<file path="src/hw/rtl/svsw_pkg.sv">
`timescale 1ns / 1ps
`default_nettype none

package svsw_pkg;

  // one input tick: sampled data line plus an optional display request
  typedef struct packed {
    logic       req_valid;
    logic [4:0] glyph_0;
    logic [4:0] glyph_1;
    logic [4:0] glyph_2;
    logic [4:0] glyph_3;
    logic       colon_on;
    logic       data_line_in;
  } in_t;

  // one result per tick: pin levels and sequence status
  typedef struct packed {
    logic clock_line;
    logic data_line_out;
    logic busy_res;
    logic done_res;
    logic ack_missing;
  } out_t;

  // configuration registers as seen by the sequencer
  typedef struct packed {
    logic [2:0] brightness;
    logic       display_enable;
    logic [7:0] ack_wait_limit;
    logic [7:0] ticks_per_us;
  } cfg_t;

  // configuration register indexes
  typedef enum logic [1:0] {
    REG_BRIGHTNESS     = 2'd0,
    REG_DISPLAY_ENABLE = 2'd1,
    REG_ACK_WAIT_LIMIT = 2'd2,
    REG_TICKS_PER_US   = 2'd3
  } cfg_reg_t;

  // sequencer steps
  typedef enum logic [3:0] {
    ST_IDLE = 4'd0,
    ST_ST1  = 4'd1,
    ST_ST2  = 4'd2,
    ST_BLO  = 4'd3,
    ST_BHI  = 4'd4,
    ST_AK1  = 4'd5,
    ST_AK2  = 4'd6,
    ST_AK3  = 4'd7,
    ST_AK4  = 4'd8,
    ST_SP1  = 4'd9,
    ST_SP2  = 4'd10,
    ST_SP3  = 4'd11,
    ST_SP4  = 4'd12
  } step_t;

  // command bytes
  localparam logic [7:0] CMD_AUTO_INC = 8'h40;
  localparam logic [7:0] CMD_ADDR     = 8'hC0;
  localparam logic [7:0] CMD_DISP     = 8'h80;
  localparam logic [7:0] COLON_MASK   = 8'h80;
  localparam logic [7:0] SEG_BLANK    = 8'h00;

  // reset values of the configuration registers
  localparam logic [2:0] RST_BRIGHTNESS     = 3'd1;
  localparam logic       RST_DISPLAY_ENABLE = 1'b1;
  localparam logic [7:0] RST_ACK_WAIT_LIMIT = 8'd250;
  localparam logic [7:0] RST_TICKS_PER_US   = 8'd1;

  // step hold times in microseconds
  localparam logic [2:0] US_ZERO  = 3'd0;
  localparam logic [2:0] US_START = 3'd2;
  localparam logic [2:0] US_BIT   = 3'd3;
  localparam logic [2:0] US_ACK   = 3'd5;
  localparam logic [2:0] US_CLK   = 3'd2;
  localparam logic [2:0] US_STOP  = 3'd2;

  // segment pattern of a glyph index
  function automatic logic [7:0] seg_lookup(input logic [4:0] g);
    logic [7:0] s;
    case (g)
      5'd0:    s = 8'h3F;
      5'd1:    s = 8'h06;
      5'd2:    s = 8'h5B;
      5'd3:    s = 8'h4F;
      5'd4:    s = 8'h66;
      5'd5:    s = 8'h6D;
      5'd6:    s = 8'h7D;
      5'd7:    s = 8'h07;
      5'd8:    s = 8'h7F;
      5'd9:    s = 8'h6F;
      5'd10:   s = 8'h77;
      5'd11:   s = 8'h7C;
      5'd12:   s = 8'h58;
      5'd13:   s = 8'h5E;
      5'd14:   s = 8'h79;
      5'd15:   s = 8'h71;
      5'd16:   s = 8'h76;
      5'd17:   s = 8'h38;
      5'd18:   s = 8'h54;
      5'd19:   s = 8'h73;
      5'd20:   s = 8'h3E;
      default: s = SEG_BLANK;
    endcase
    return s;
  endfunction

endpackage

`default_nettype wire

</file>
<file path="src/hw/rtl/svsw_glyph_enc.sv">
`timescale 1ns / 1ps
`default_nettype none

module svsw_glyph_enc #(
  parameter int DIGIT_COUNT = 4,
  parameter int GLYPH_COUNT = 22
) (
  input  svsw_pkg::in_t                    req,
  output logic [DIGIT_COUNT-1:0][7:0]      seg_bytes
);

  logic [3:0][4:0] glyph;

  assign glyph = {req.glyph_3, req.glyph_2, req.glyph_1, req.glyph_0};

  // table lookup per digit, blank past the glyph count or the fourth digit
  for (genvar i = 0; i < DIGIT_COUNT; i++) begin : g_digit
    logic [7:0] base;
    if (i < 4) begin : g_have
      assign base = ({1'b0, glyph[i]} < 6'(GLYPH_COUNT)) ?
                    svsw_pkg::seg_lookup(glyph[i]) : svsw_pkg::SEG_BLANK;
    end else begin : g_none
      assign base = svsw_pkg::SEG_BLANK;
    end
    // colon rides on bit 7 of the second digit
    if (i == 1) begin : g_colon
      assign seg_bytes[i] = req.colon_on ? (base | svsw_pkg::COLON_MASK) : base;
    end else begin : g_plain
      assign seg_bytes[i] = base;
    end
  end

endmodule

`default_nettype wire

</file>
<file path="src/hw/rtl/svsw_seq.sv">
`timescale 1ns / 1ps
`default_nettype none

module svsw_seq #(
  parameter int DIGIT_COUNT = 4
) (
  input  logic                          clk,
  input  logic                          rst_n,
  input  logic                          tick,
  input  svsw_pkg::in_t                 req,
  input  logic [DIGIT_COUNT-1:0][7:0]   seg_in,
  input  svsw_pkg::cfg_t                cfg,
  output svsw_pkg::out_t                res
);

  localparam int IDX_W = $clog2(DIGIT_COUNT + 3);
  localparam int SEG_W = (DIGIT_COUNT > 1) ? $clog2(DIGIT_COUNT) : 1;

  svsw_pkg::step_t  step_r, step_nxt;
  logic [2:0]       bit_cnt_r, bit_cnt_nxt;
  logic [10:0]      delay_r, delay_nxt;
  logic [7:0]       ack_cnt_r, ack_cnt_nxt;
  logic [7:0]       shift_r, shift_nxt;
  logic             fail_r, fail_nxt;
  logic             clk_lvl_r, clk_lvl_nxt;
  logic             dat_lvl_r, dat_lvl_nxt;
  logic [IDX_W-1:0] byte_idx_r, byte_idx_nxt;
  logic [7:0]       seg_r [DIGIT_COUNT];

  logic             enter_en;
  logic             load_seg;
  logic             done;
  logic [2:0]       hold_us;
  logic [10:0]      hold_prod;
  logic [10:0]      hold_ticks;
  logic [IDX_W-1:0] sel_idx;
  logic [IDX_W-1:0] seg_off;
  logic [7:0]       sel_byte;

  // byte to load: next index when coming from an acknowledge
  assign sel_idx = (step_r == svsw_pkg::ST_AK4) ? (byte_idx_r + IDX_W'(1)) : byte_idx_r;
  assign seg_off = sel_idx - IDX_W'(2);

  always_comb begin
    if (sel_idx == IDX_W'(0)) begin
      sel_byte = svsw_pkg::CMD_AUTO_INC;
    end else if (sel_idx == IDX_W'(1)) begin
      sel_byte = svsw_pkg::CMD_ADDR;
    end else if (sel_idx < IDX_W'(2 + DIGIT_COUNT)) begin
      sel_byte = seg_r[seg_off[SEG_W-1:0]];
    end else begin
      sel_byte = svsw_pkg::CMD_DISP | {4'b0000, cfg.display_enable, cfg.brightness};
    end
  end

  // next step and counters
  always_comb begin
    step_nxt     = step_r;
    bit_cnt_nxt  = bit_cnt_r;
    delay_nxt    = delay_r;
    ack_cnt_nxt  = ack_cnt_r;
    shift_nxt    = shift_r;
    fail_nxt     = fail_r;
    byte_idx_nxt = byte_idx_r;
    enter_en     = 1'b0;
    load_seg     = 1'b0;
    done         = 1'b0;
    if (tick) begin
      if (step_r == svsw_pkg::ST_IDLE) begin
        if (req.req_valid) begin
          load_seg     = 1'b1;
          fail_nxt     = 1'b0;
          byte_idx_nxt = '0;
          step_nxt     = svsw_pkg::ST_ST1;
          enter_en     = 1'b1;
        end
      end else if (step_r == svsw_pkg::ST_AK2) begin
        // acknowledge poll
        if (!req.data_line_in) begin
          step_nxt = svsw_pkg::ST_AK3;
          enter_en = 1'b1;
        end else if (ack_cnt_r >= cfg.ack_wait_limit) begin
          fail_nxt = 1'b1;
          step_nxt = svsw_pkg::ST_AK3;
          enter_en = 1'b1;
        end else begin
          ack_cnt_nxt = ack_cnt_r + 8'd1;
        end
      end else if (delay_r != 11'd0) begin
        delay_nxt = delay_r - 11'd1;
      end else begin
        enter_en = 1'b1;
        unique case (step_r)
          svsw_pkg::ST_ST1: step_nxt = svsw_pkg::ST_ST2;
          svsw_pkg::ST_ST2: begin
            shift_nxt   = sel_byte;
            bit_cnt_nxt = 3'd0;
            step_nxt    = svsw_pkg::ST_BLO;
          end
          svsw_pkg::ST_BLO: step_nxt = svsw_pkg::ST_BHI;
          svsw_pkg::ST_BHI: begin
            shift_nxt = {1'b0, shift_r[7:1]};
            if (bit_cnt_r == 3'd7) begin
              step_nxt = svsw_pkg::ST_AK1;
            end else begin
              bit_cnt_nxt = bit_cnt_r + 3'd1;
              step_nxt    = svsw_pkg::ST_BLO;
            end
          end
          svsw_pkg::ST_AK1: begin
            ack_cnt_nxt = 8'd0;
            step_nxt    = svsw_pkg::ST_AK2;
          end
          svsw_pkg::ST_AK3: step_nxt = svsw_pkg::ST_AK4;
          svsw_pkg::ST_AK4: begin
            // auto-increment, last digit and display bytes each end a transaction
            if (byte_idx_r == IDX_W'(0) || byte_idx_r >= IDX_W'(1 + DIGIT_COUNT)) begin
              step_nxt = svsw_pkg::ST_SP1;
            end else begin
              byte_idx_nxt = sel_idx;
              shift_nxt    = sel_byte;
              bit_cnt_nxt  = 3'd0;
              step_nxt     = svsw_pkg::ST_BLO;
            end
          end
          svsw_pkg::ST_SP1: step_nxt = svsw_pkg::ST_SP2;
          svsw_pkg::ST_SP2: step_nxt = svsw_pkg::ST_SP3;
          svsw_pkg::ST_SP3: step_nxt = svsw_pkg::ST_SP4;
          svsw_pkg::ST_SP4: begin
            if (byte_idx_r >= IDX_W'(2 + DIGIT_COUNT)) begin
              step_nxt = svsw_pkg::ST_IDLE;
              enter_en = 1'b0;
              done     = 1'b1;
            end else begin
              byte_idx_nxt = byte_idx_r + IDX_W'(1);
              step_nxt     = svsw_pkg::ST_ST1;
            end
          end
          default: begin
            step_nxt = svsw_pkg::ST_IDLE;
            enter_en = 1'b0;
          end
        endcase
      end
    end
  end

  // pin levels and hold time on entering a step
  always_comb begin
    clk_lvl_nxt = clk_lvl_r;
    dat_lvl_nxt = dat_lvl_r;
    hold_us     = svsw_pkg::US_ZERO;
    if (enter_en) begin
      unique case (step_nxt)
        svsw_pkg::ST_ST1: begin
          clk_lvl_nxt = 1'b1;
          dat_lvl_nxt = 1'b1;
          hold_us     = svsw_pkg::US_START;
        end
        svsw_pkg::ST_ST2: dat_lvl_nxt = 1'b0;
        svsw_pkg::ST_BLO: begin
          clk_lvl_nxt = 1'b0;
          dat_lvl_nxt = shift_nxt[0];
          hold_us     = svsw_pkg::US_BIT;
        end
        svsw_pkg::ST_BHI: begin
          clk_lvl_nxt = 1'b1;
          hold_us     = svsw_pkg::US_BIT;
        end
        svsw_pkg::ST_AK1: begin
          clk_lvl_nxt = 1'b0;
          dat_lvl_nxt = 1'b1;
          hold_us     = svsw_pkg::US_ACK;
        end
        svsw_pkg::ST_AK3: begin
          clk_lvl_nxt = 1'b1;
          hold_us     = svsw_pkg::US_CLK;
        end
        svsw_pkg::ST_AK4: clk_lvl_nxt = 1'b0;
        svsw_pkg::ST_SP1: begin
          clk_lvl_nxt = 1'b0;
          hold_us     = svsw_pkg::US_STOP;
        end
        svsw_pkg::ST_SP2: begin
          dat_lvl_nxt = 1'b0;
          hold_us     = svsw_pkg::US_STOP;
        end
        svsw_pkg::ST_SP3: begin
          clk_lvl_nxt = 1'b1;
          hold_us     = svsw_pkg::US_STOP;
        end
        svsw_pkg::ST_SP4: begin
          dat_lvl_nxt = 1'b1;
          hold_us     = svsw_pkg::US_STOP;
        end
        default: hold_us = svsw_pkg::US_ZERO;
      endcase
    end
  end

  // hold ticks minus one, floor zero
  assign hold_prod  = 11'(hold_us) * 11'(cfg.ticks_per_us);
  assign hold_ticks = (hold_prod != 11'd0) ? (hold_prod - 11'd1) : 11'd0;

  always_ff @(posedge clk) begin
    if (!rst_n) begin
      step_r     <= svsw_pkg::ST_IDLE;
      bit_cnt_r  <= '0;
      delay_r    <= '0;
      ack_cnt_r  <= '0;
      shift_r    <= '0;
      fail_r     <= 1'b0;
      clk_lvl_r  <= 1'b1;
      dat_lvl_r  <= 1'b1;
      byte_idx_r <= '0;
    end else begin
      step_r     <= step_nxt;
      bit_cnt_r  <= bit_cnt_nxt;
      delay_r    <= enter_en ? hold_ticks : delay_nxt;
      ack_cnt_r  <= ack_cnt_nxt;
      shift_r    <= shift_nxt;
      fail_r     <= fail_nxt;
      clk_lvl_r  <= clk_lvl_nxt;
      dat_lvl_r  <= dat_lvl_nxt;
      byte_idx_r <= byte_idx_nxt;
    end
  end

  // segment bytes captured at request
  always_ff @(posedge clk) begin
    if (load_seg) begin
      for (int i = 0; i < DIGIT_COUNT; i++) begin
        seg_r[i] <= seg_in[i];
      end
    end
  end

  // result of this tick
  always_comb begin
    res.clock_line    = clk_lvl_nxt;
    res.data_line_out = dat_lvl_nxt;
    res.busy_res      = (step_nxt != svsw_pkg::ST_IDLE);
    res.done_res      = done;
    res.ack_missing   = done & fail_nxt;
  end

endmodule

`default_nettype wire

</file>
<file path="src/hw/rtl/seven_segment_two_wire_writer_core.sv">
`timescale 1ns / 1ps
`default_nettype none

// Pin sequencer for a two-wire seven-segment LED driver.
// Input channel (in_valid / in_stall / in_data): one request per time tick,
// carrying the sampled data line and, optionally, a display update with four
// glyph indices and a colon bit. An update is taken only while idle.
// Result channel (out_valid / out_stall / out_data): exactly one result per
// request with the clock and data pin levels, busy, and a one-tick done with
// the acknowledge-miss flag.
// Configuration (cfg_valid / cfg_ready / cfg_index / cfg_data): brightness,
// display enable, acknowledge timeout and ticks per microsecond. Always ready;
// write only while no update is running.
// Timing: a result shows on out_data in the cycle after its request is
// accepted. Throughput: one request per cycle unless the receiver stalls, set
// by the single state update between the sequencer and result registers.
// Reset: pins released high, sequencer idle, registers at defaults, no result.
// When the receiver stalls, the result register holds and in_stall rises,
// so no request is accepted until the result is taken.

module seven_segment_two_wire_writer_core #(
  parameter int DIGIT_COUNT = 4,
  parameter int GLYPH_COUNT = 22
) (
  input  logic            clk,
  input  logic            rst_n,
  input  logic            in_valid,
  output logic            in_stall,
  input  svsw_pkg::in_t   in_data,
  output logic            out_valid,
  input  logic            out_stall,
  output svsw_pkg::out_t  out_data,
  input  logic            cfg_valid,
  output logic            cfg_ready,
  input  logic [1:0]      cfg_index,
  input  logic [7:0]      cfg_data
);

  svsw_pkg::cfg_t                 cfg_r;
  svsw_pkg::out_t                 res;
  svsw_pkg::out_t                 out_data_r;
  logic                           out_valid_r;
  logic                           in_acc;
  logic [DIGIT_COUNT-1:0][7:0]    seg_bytes;

  assign cfg_ready = 1'b1;
  assign in_stall  = out_valid_r & out_stall;
  assign in_acc    = in_valid & ~in_stall;
  assign out_valid = out_valid_r;
  assign out_data  = out_data_r;

  // configuration registers
  always_ff @(posedge clk) begin
    if (!rst_n) begin
      cfg_r.brightness     <= svsw_pkg::RST_BRIGHTNESS;
      cfg_r.display_enable <= svsw_pkg::RST_DISPLAY_ENABLE;
      cfg_r.ack_wait_limit <= svsw_pkg::RST_ACK_WAIT_LIMIT;
      cfg_r.ticks_per_us   <= svsw_pkg::RST_TICKS_PER_US;
    end else if (cfg_valid && cfg_ready) begin
      unique case (svsw_pkg::cfg_reg_t'(cfg_index))
        svsw_pkg::REG_BRIGHTNESS:     cfg_r.brightness     <= cfg_data[2:0];
        svsw_pkg::REG_DISPLAY_ENABLE: cfg_r.display_enable <= cfg_data[0];
        svsw_pkg::REG_ACK_WAIT_LIMIT: cfg_r.ack_wait_limit <= cfg_data;
        svsw_pkg::REG_TICKS_PER_US:   cfg_r.ticks_per_us   <= cfg_data;
        default:                      cfg_r <= cfg_r;
      endcase
    end
  end

  svsw_glyph_enc #(
    .DIGIT_COUNT (DIGIT_COUNT),
    .GLYPH_COUNT (GLYPH_COUNT)
  ) u_glyph_enc (
    .req       (in_data),
    .seg_bytes (seg_bytes)
  );

  svsw_seq #(
    .DIGIT_COUNT (DIGIT_COUNT)
  ) u_seq (
    .clk    (clk),
    .rst_n  (rst_n),
    .tick   (in_acc),
    .req    (in_data),
    .seg_in (seg_bytes),
    .cfg    (cfg_r),
    .res    (res)
  );

  // result register
  always_ff @(posedge clk) begin
    if (!rst_n) begin
      out_valid_r <= 1'b0;
    end else if (in_acc) begin
      out_valid_r <= 1'b1;
    end else if (!out_stall) begin
      out_valid_r <= 1'b0;
    end
  end

  always_ff @(posedge clk) begin
    if (in_acc) begin
      out_data_r <= res;
    end
  end

  // a miss flag only comes with the finishing tick
  a_miss_with_done: assert property (@(posedge clk) disable iff (!rst_n)
    out_valid_r && out_data_r.ack_missing |-> out_data_r.done_res)
    else $error("ack_missing without done");

  // finishing tick is never reported busy
  a_done_not_busy: assert property (@(posedge clk) disable iff (!rst_n)
    out_valid_r && out_data_r.done_res |-> !out_data_r.busy_res)
    else $error("done while busy");

  // between updates both lines rest released high
  a_idle_released: assert property (@(posedge clk) disable iff (!rst_n)
    out_valid_r && !out_data_r.busy_res |->
      out_data_r.clock_line && out_data_r.data_line_out)
    else $error("lines not released while idle");

endmodule

`default_nettype wire

</file>
<file path="config.mk">
export PLATFORM = sky130hd
export DESIGN_NAME = seven_segment_two_wire_writer_core
export DESIGN_NICKNAME = d
export VERILOG_FILES = /design/src/hw/rtl/svsw_pkg.sv /design/src/hw/rtl/svsw_glyph_enc.sv /design/src/hw/rtl/svsw_seq.sv /design/src/hw/rtl/seven_segment_two_wire_writer_core.sv
export SDC_FILE = /design/constraint.sdc
export NUM_CORES = 1
export LEC_CHECK = 0
export ABC_AREA = 1
export BUFFER_PORTS_ARGS = -buffer_cell sky130_fd_sc_hd__buf_4
export CAP_MARGIN = 0
export CELL_PAD_IN_SITES_DETAIL_PLACEMENT = 1
export CELL_PAD_IN_SITES_GLOBAL_PLACEMENT = 1
export CORE_AREA = 2 2 165 167
export CTS_CLUSTER_SIZE = 40
export DETAILED_ROUTE_END_ITERATION = 6
export DIE_AREA = 0 0 167 169
export PLACE_DENSITY_LB_ADDON = 0.05
export SLEW_MARGIN = 40
export SYNTH_ARGS = -nofsm -noshare
export SYNTH_HDL_FRONTEND = slang
export SYNTH_HIERARCHICAL = 1
export SYNTH_SLANG_ARGS = --single-unit
</file>
<file path="constraint.sdc">
create_clock -name clk -period 7.5 [get_ports clk]
set_clock_uncertainty 0.1 [all_clocks]
set_input_delay 0.75 -clock clk [delete_from_list [all_inputs] [get_ports clk]]
set_output_delay 0.75 -clock clk [all_outputs]
set_load 0.01 [all_outputs]
</file>
==> impl_metrics.ini <==
[sta]
final.min_clock_period_ns = 5.42
setup_violations = 0
max_freq_mhz = 184
rsz0062_at_grt = false
setup_tns_ns = 0
relSlewSlack_pct = 58.3
tightest_slew_ns = 0.623
period_share_pct = 72.3
finalHoldViolCount = 0
slew_violations = 0

[power]
ir_drop_mv = 0.101
powerDensity_nw_per_um2 = 160
leakage_nw = 4.12
total_power_mw = 1.39

[grt]
grt_pass1_wl_mm = 36.9
antenna_found_initial = 0
grt_max_degree = 46
grt_pass1_vias = 7200
grt_util_all_layers_pct = 15.9
overflow = 0

[setup_path]
start_kind = register
crit_path_max_incr_delay_ns = 0.51
critical_path_arrival_ns = 5.61
startpoint = u_seq/delay_r[1]
cp_max_fo = 9
crit_type = reg -> reg
required_ns = 7.69
cp_slowest_cell = fa_1
cp_common_cell = nand2_1
critPathCaptureType = register
r2r-start = u_seq/delay_r[1]

[die]
dieArea_um2 = 28200
rows = 60
die_w_um = 167
start_util_pct = 29.4
die_h_um = 169
core_um2 = 26500
io_pins = 46

[detailed_routing]
drc = 0
wl_mm = 21.7
drt-wirelength-per-cell_um = 14.7
first_pass_iters = 4
ant_nets = 0
via_per_inst = 4.73
vias = 7002
drtIter0Drc = 234

[yosys]
async_flop_share_pct = 0
yosysTopAreaCell = dfxtp_1
synth_top_area_share_pct = 15.7
ys_ff_latch = 98
synth_cell_types = 60
synth_common_cells = nand2_1, inv_1, nor2_1
yosysSeqAreaShare_pct = 29.9
synthTopCellsByArea = dfxtp_1, edfxtp_1, nand2_1, ha_1, inv_1
synth_most_common_cell = nand2_1
synth_area_um2 = 7800
ys.flop_type = dfxtp_1
avgSynthCellArea_um2 = 7.04
synth_cells = 1107
synth_warnings = 6
synth-edff-count = 37

[cells_and_area]
fin_area_um2 = 8670
nFillCells = 3343
area_growth_pct = 11.2
drive_above_1_share_pct = 13.1
diodes = 0
num-nets-final = 1233
fin_cells = 1480

[clock_network]
h-tree-depth = 3
cts_tree = built
cts_sinks = 98
clock_path_buffers = 2
post_cts_resize_count = 0
path_clk_slew_ns = 0.08
cts_root_buf = clkbuf_16
ctsHoldBuffers = 0
cts_setup_buffers = 0
cts_buffers = 9
clock_latency_ns = 0.36

[placed_design]
dp.cells = 1464
gp_congestion = 0.777
port_buffers = 44
dpl-instance-area_um2 = 8360
hpwl_mm = 17.2

[flow_run]
max_cap_viol_count = 0

[min_path]
hp-start = cfg_r[12]
min_path_type = reg -> reg

[run_status]
outcome = completed
-- critical path: cells and delay by family (launching register included) --
family | cells | cell delay, ns
AND/OR/NAND/NOR | 20 | 2.52
adder cells (fa/ha/maj) | 3 | 1.06
AO/OA/AOI/OAI | 5 | 0.60
buffers and inverters | 6 | 0.52
flip-flops | 1 | 0.30
XOR/XNOR | 1 | 0.24
-- path summary, 6_finish.rpt --
check                endpoint  slack [ns]  cells past startpoint
min reg2reg         cfg_r[12]        0.37                      2
min                 cfg_r[12]        0.37                      2
max reg2reg  u_seq/delay_r[3]        2.08                     35
max          u_seq/delay_r[3]        2.08                     35
-- power breakdown --
part	switching (mW)	internal, mW	leakage, nW
Sequential	0.0176	0.582	0.842
Combinational	0.201	0.0961	3.12
Clock	0.216	0.276	0.160
Total	0.434	0.954	4.12
-- metrics by stage --
| stage | setup WS [ns] | hold slack [ns] | utilization, % |
|---|---|---|---|
| 6_report | 2.08 | 0.368 | 32.7 |
| 5_1_grt | 1.42 | 0.396 | 32.7 |
| 3_5_place_dp | 1.95 | 0.347 | 31.5 |
| 3_3_place_gp | 2.13 | 0.344 | 31.5 |
| 2_1_floorplan | 2.46 | 0.329 | - |
| 4_1_cts | 2.03 | 0.373 | 32.7 |
-- kinds of logic (layout without fill, tap and decap cells) --
| family | Yosys count | count (layout) | share of synthesized area (%) |
|---|---|---|---|
| simple gates | 564 | 564 | 33.8 |
| buf+inv | 199 | 229 | 11.0 |
| xor+xnor | 12 | 12 | 1.35 |
| fa+ha+maj | 61 | 61 | 10.5 |
| flops | 98 | 98 | 29.9 |
| compound gates | 171 | 171 | 13.4 |
| other cells | 2 | 4 | 0.0963 |
-- placed cells by master (no fill, tap or decap), types with 17 or more instances in the layout --
master / synthesis / final
nor2_1: 120 / 120
o21ai_0: 47 / 46
inv_2: 18 / 18
dfxtp_1: 61 / 61
inv_1: 146 / 146
edfxtp_1: 37 / 37
ha_1: 54 / 54
buf_4: 16 / 46
o211ai_1: 17 / 17
nand3_1: 104 / 104
a21oi_1: 63 / 63
nand2_1: 256 / 256
-- area by class of cell --
class	instances	area (um^2)	area share [%]
clock buffers	12	289	3.33
flip-flops and latches	98	2330	26.9
well taps	341	427	4.92
repair buffers	46	345	3.98
clock inverters	4	26.3	0.303
multi-input cells	812	4620	53.2
inverters	167	637	7.34
-- registers in the layout, indices dropped and copies added, names as in the netlist --
| name | count |
|---|---|
| cfg_r | 20 |
| out_data | 5 |
| out_valid | 1 |
| u_seq/ack_cnt_r | 8 |
| u_seq/bit_cnt_r | 3 |
| u_seq/byte_idx_r | 3 |
| u_seq/clk_lvl_r | 1 |
| u_seq/dat_lvl_r | 1 |
| u_seq/delay_r | 11 |
| u_seq/fail_r | 1 |
| u_seq/seg_r | 32 |
| u_seq/shift_r | 8 |
| u_seq/step_r | 4 |
-- layer usage --
| layer | global-route usage [%] | routed length, um |
|---|---|---|
| met4 | 3.97 | 273 |
| met2 | 28.6 | 10800 |
| met3 | 1.92 | 380 |
| met1 | 20.2 | 10300 |
| met5 | 0 | 0 |
No activity file was read; power rests on OpenSTA's default activity.
